<file path="config.mk">
export PLATFORM = sky130hd
export DESIGN_NAME = pif_cell
export DESIGN_NICKNAME = d
export VERILOG_FILES = /design/src/sv/pif_pkg.sv /design/src/sv/pif_cell.sv
export SDC_FILE = /design/constraint.sdc
export NUM_CORES = 1
export LEC_CHECK = 0
export BUFFER_PORTS_ARGS = -buffer_cell sky130_fd_sc_hd__clkbuf_2
export CAP_MARGIN = 10
export CORE_MARGIN = 2
export CORE_UTILIZATION = 41
export CTS_BUF_LIST = sky130_fd_sc_hd__clkbuf_4 sky130_fd_sc_hd__clkbuf_8
export DETAILED_ROUTE_END_ITERATION = 7
export PLACE_DENSITY = 0.86
export SLEW_MARGIN = 20
export SYNTH_ARGS = -nofsm -noshare
export SYNTH_HDL_FRONTEND = slang
export SYNTH_SLANG_ARGS = --single-unit
</file>
<file path="constraint.sdc">
create_clock -name clk -period 2.8 [get_ports clk]
set_input_delay 0.14 -clock clk [delete_from_list [all_inputs] [get_ports clk]]
set_output_delay 0.14 -clock clk [all_outputs]
set_load 0.01 [all_outputs]
</file>
<file path="src/sv/pif_pkg.sv">
`timescale 1ns / 1ps
`default_nettype none

package pif_pkg;

    // Table geometry.
    localparam int TABLE_DEPTH    = 256;
    localparam int CNT_W          = $clog2(TABLE_DEPTH + 1);
    localparam int ENTRY_COUNT_W  = 9;
    localparam int ADDR_W         = 32;
    localparam int PROTO_W        = 8;

    // IPv4 protocol numbers that the protocol check knows.
    localparam logic [PROTO_W-1:0] PROTO_ICMP = 8'd1;
    localparam logic [PROTO_W-1:0] PROTO_TCP  = 8'd6;
    localparam logic [PROTO_W-1:0] PROTO_UDP  = 8'd17;

    // Configuration register indexes.
    localparam logic [1:0] CFG_TCP_ALLOWED  = 2'd0;
    localparam logic [1:0] CFG_ICMP_ALLOWED = 2'd1;
    localparam logic [1:0] CFG_UDP_ALLOWED  = 2'd2;

    typedef enum logic [1:0] {
        MODE_CHECK  = 2'd0,
        MODE_ADD    = 2'd1,
        MODE_REMOVE = 2'd2,
        MODE_CLEAR  = 2'd3
    } mode_t;

    typedef enum logic [1:0] {
        ST_OK        = 2'd0,
        ST_FULL      = 2'd1,
        ST_NOT_FOUND = 2'd2
    } status_t;

    typedef enum logic [1:0] {
        S_IDLE,
        S_SCAN,
        S_WAIT
    } state_t;

    // Search token that walks down the cell chain one cell per cycle.
    typedef struct packed {
        logic wave;
        logic found;
    } token_t;

    // Controls broadcast to every cell.
    typedef struct packed {
        logic [ADDR_W-1:0] key;
        logic              do_remove;
    } cell_ctl_t;

endpackage

`default_nettype wire

</file>
<file path="src/sv/pif_cell.sv">
`timescale 1ns / 1ps
`default_nettype none

module pif_cell (
    input  wire logic                      clk,
    input  wire logic                      rst_n,
    input  wire pif_pkg::cell_ctl_t        ctl,
    input  wire logic                      live,
    input  wire logic                      wr_en,
    input  wire logic [pif_pkg::ADDR_W-1:0] next_addr,
    input  wire pif_pkg::token_t           tok_in,
    output logic [pif_pkg::ADDR_W-1:0]     addr,
    output pif_pkg::token_t                tok_out
);

    logic [pif_pkg::ADDR_W-1:0] addr_reg;
    logic                       wave_reg;
    logic                       found_reg;
    logic                       match;
    logic                       hit;

    // Compare the stored entry against the key while the token sits here.
    assign match = tok_in.wave & live & (addr_reg == ctl.key);
    assign hit   = tok_in.found | match;

    // Hand the token to the next cell.
    always_ff @(posedge clk or negedge rst_n)
    begin
        if (!rst_n)
        begin
            wave_reg  <= 1'b0;
            found_reg <= 1'b0;
        end
        else
        begin
            wave_reg  <= tok_in.wave;
            found_reg <= tok_in.wave & hit;
        end
    end

    // Entry storage: an append writes it, a remove at or before this cell
    // pulls the entry of the next cell in to close the gap.
    always_ff @(posedge clk)
    begin
        if (wr_en)
        begin
            addr_reg <= ctl.key;
        end
        else if (tok_in.wave && ctl.do_remove && hit)
        begin
            addr_reg <= next_addr;
        end
    end

    assign addr          = addr_reg;
    assign tok_out.wave  = wave_reg;
    assign tok_out.found = found_reg;

endmodule

`default_nettype wire

</file>
# After elaboration in Yosys (flattened, before gate mapping)

Cells that the tools add are included.

Output and inout bits: 34
Register bits: 34
Bits of input ports: 71
Logic and storage cells: 13

Reduce and logical (&&, ||, !) cells: 3
Muxes and demuxes: 2
Bitwise operators: 4
Equal/unequal tests: 1

Operators with widths:

| cell                | count |
|---|---|
| $mux W32            | 2 |
| $eq A32 B32 Y1      | 1 |
| $and A1 B1 Y1       | 3 |
| $logic_and A1 B1 Y1 | 2 |
| $reduce_bool A2 Y1  | 1 |
| $or A1 B1 Y1        | 1 |

# Logic depth before layout (Yosys ltp)

Depth in word-level cells: 6
Depth in mapped cells: 5
Mapped depth without buffers: 5

# Worst setup path after synthesis

Ideal clock, no wire load.

Path type: register to register
Start point: register addr_reg (netlist bit addr[1])
End point: register addr_reg (netlist bit addr[0]), enable pin
Arrival: 2525 ps
Required time: 2375 ps
Path slack: -150 ps
Period minus slack after synthesis: 2950 ps
Buffers on the path: 0
Setup time: 425 ps
Stages on the path, launching flop included: 6
Cells stage by stage: edfxtp_1 -> inv_1 -> a222oi_1 -> and4_1 -> nand4_1 -> o21ai_1

Word-level cells in the longest chain between the ends: 5

Ends and longest elaborated chain:

| item                         | RTL line       | source |
|---|---|---|
| start, declared              | pif_cell.sv:16 | `logic [pif_pkg::ADDR_W-1:0] addr_reg;` |
| start signal, assigned       | pif_cell.sv:47 | `addr_reg <= ctl.key;` |
| start signal, assigned       | pif_cell.sv:51 | `addr_reg <= next_addr;` |
| $eq A32 B32 Y1               | pif_cell.sv:23 | `assign match = tok_in.wave & live & (addr_reg == ctl.key);` |
| $and A1 B1 Y1                | pif_cell.sv:23 |  |
| $or A1 B1 Y1                 | pif_cell.sv:24 | `assign hit = tok_in.found \| match;` |
| $logic_and A1 B1 Y1          | pif_cell.sv:49 | `else if (tok_in.wave && ctl.do_remove && hit)` |
| $reduce_bool A2 Y1 (no line) | n/a            |  |

Every way passes these cells.
A chain may end at the register's enable or synchronous reset.

# Final worst setup path

Start point: register addr_reg (netlist bit addr[25])
End point: register addr_reg (netlist bit addr[12]), enable pin

Same word-level chain as after synthesis.

==> metrics.txt <==
Worst Tran Pin Value 851.7 ps; Setup Total Neg Slack 0 ps; Setup Fix Bufs, Post-CTS 0; CTS tree built; Net Count, Synth 196; asr flop ratio synth 0.05882; slew margin rel. 0.4322; Remaining Overflow, GRT 0; Period minus WS final roughly 2000 ps; Commonest cells post-synth edfxtp_1 (32), mux2_2 (32), xnor2_1 (27); critical path's top delay family simple AND/OR/NAND/NOR gates; first-pass GRT wire length between 6000 and 7000 µm; largest net degree at the start of global routing 34; Max-cap violations 0; Detailed Route WL 4144 µm; post-synthesis cell type count 21; overall global routing resource usage 0.1757; Worst Path Arrival 1930 ps; ys flop type edfxtp_1; die area 4951 µm²; status complete, no violations; Final Net Count approximately 300; num rows 24; # IOs 105; Synth area leaders edfxtp_1 (53%), mux2_2 (20%), xnor2_1 (13%); yosys warns 0; Seq/Total Area, Yosys 0.5599; core area about 4300 µm²; Final Instance Area roughly 2500 µm²; Starting Density 0.4205; Post-Place Cells 277; Critical Path RT 2770 ps; 1st-iter DRT viols 43; vias in the first global route 1356; Die X slightly above 70 µm; post-CTS resize count 0; post-DP HPWL about 3400 µm; Crit Path Category reg2reg; DR vias 1382; via/cell ratio 4.832; flops & latches, synth 34; Core Util, Final 0.5795; Buffers on Ports 104; hold slack 13.35 ps; CP endpoint kind register; Pwr Density 529.0 nW/µm²; Clock Sinks 34; unrepaired setup endpoints after global routing no; post-DR wirelength/cell roughly 14 µm; clock buffer depth 2; clock skew 10.01 ps; Clock Latency Late Sink roughly 280 ps; Mean Syn Cell Area 14.44 µm²; Syn-to-layout area delta 37.84%; Antenna Violating Nets Remaining 0; Slowest-stage cell, CP edfxtp_1; critical path fanouts, max 16; layout cells sized above 1 0.6325; worst hold path class in2reg; Critical Path Source Type register; Placer Congestion 0.8414; max-slew violation count 0; CP bufs+invs 1; die height a little over 70 µm; Non-Filler Instances 286; Gate Count Post-Synth roughly 130; top cell type by total area after synthesis edfxtp_1; maximum VDD drop roughly 0.25 mV; first drt pass iteration count 4; FMAX 0.5107 GHz; EDFF count, synth 32; DP Area 2384 µm²; # setup viols final 0; crit share post-route 0.6993; critical path's largest stage delay 420 ps; Worst-path clk slew 70 ps; Yosys top cell area share 0.5322; initial antenna violation count 0; leakage 1.083 nW; Cell Chain, Critical Path xnor2_1 > nand4_1 > nor3_1 > nand4_1 > o21ai_4 > buf_4; Antenna diodes 0; Syn Std Cell Area 1805 µm²; Post-route DRC 0; cell mode on critical path nand4_1; total CTS buffers 5; clk root buf clkbuf_8; Hold Violations, Final 0; CTS H-tree lvls 2; number of flip-flops in the largest register 32
placed cells by master (no fill, tap or decap), types with 2 or more instances in the layout:
cell type	n
edfxtp_1	32
buf_4	2
xor2_1	2
nor2_1	2
inv_1	4
nand4_1	6
mux2_2	32
xnor2_1	27
nand2_1	3
clkbuf_2	104
dfrtp_1	2
clkbuf_8	6
final cells by class:
cell class | instances | area, µm²
Fill cell | 355 | 1805
Sequential cell | 34 | 1011
Multi-Input combinational cell | 81 | 757.0
Timing Repair Buffer | 107 | 545.5
Clock buffer | 7 | 90.09
Tap cell | 52 | 65.06
Inverter | 4 | 15.01
Clock inverter | 1 | 5.005
final timing paths:
kind	startpoint	endpoint	slack [ps]	depth (start not counted)
max in group asynchronous	rst_n	wave_reg	2540	2
min	tok_in[1]	wave_reg	10	1
max reg2reg	addr[25]	addr[12]	840	6
max	addr[25]	addr[12]	840	6
min reg2reg	addr[26]	found_reg	800	5
min in group asynchronous	rst_n	found_reg	160	2
stage by stage:
step | total power, mW | worst slack, ps
finish | 1.317 | 841.9
CTS | 1.331 | 791.8
detailed placement | 0.9547 | 823.9
global route | 1.382 | 657.1
global placement | 0.9461 | 867.4
floorplan | 0.8178 | 444.8
repair_timing:
action / 4_1_cts / 5_1_grt
hold endpoints to repair: 2 / 0
setup endpoints to repair: 0 / 0
hold buffers: 1 / 0
where the power goes:
part           internal [mW]  switching [mW]  leakage, nW  total, mW
Clock                  0.208           0.166       0.0517      0.374
Combinational          0.151           0.132        0.691      0.284
Sequential             0.622          0.0362        0.341      0.659
Total                  0.982           0.335         1.08       1.32
worst register-to-register path: cells and delay by family, from the launching register on:
kind / cells / cell delay, ps
buf+inv: 1 / 250
simple gates: 3 / 640
flops: 1 / 420
compound gates: 1 / 170
xor+xnor: 1 / 160
metal layers:
metal / GRT usage / wire length (µm) / vias to the layer above
met5: 0 / 0 / -
met4: 0.06410 / 34 / 0
met3: 0.05051 / 311 / 2
met2: 0.3029 / 2144 / 66
met1: 0.2067 / 1654 / 634
li1: - / - / 680
logic make-up after synthesis:
kind of cell | Yosys count | share of synthesized area
flops | 34 | 0.5599
mux | 32 | 0.1996
xor+xnor | 29 | 0.1407
simple gates | 15 | 0.05336
buf+inv | 10 | 0.02702
compound gates | 5 | 0.01941
(Power assumes the default switching activity.)
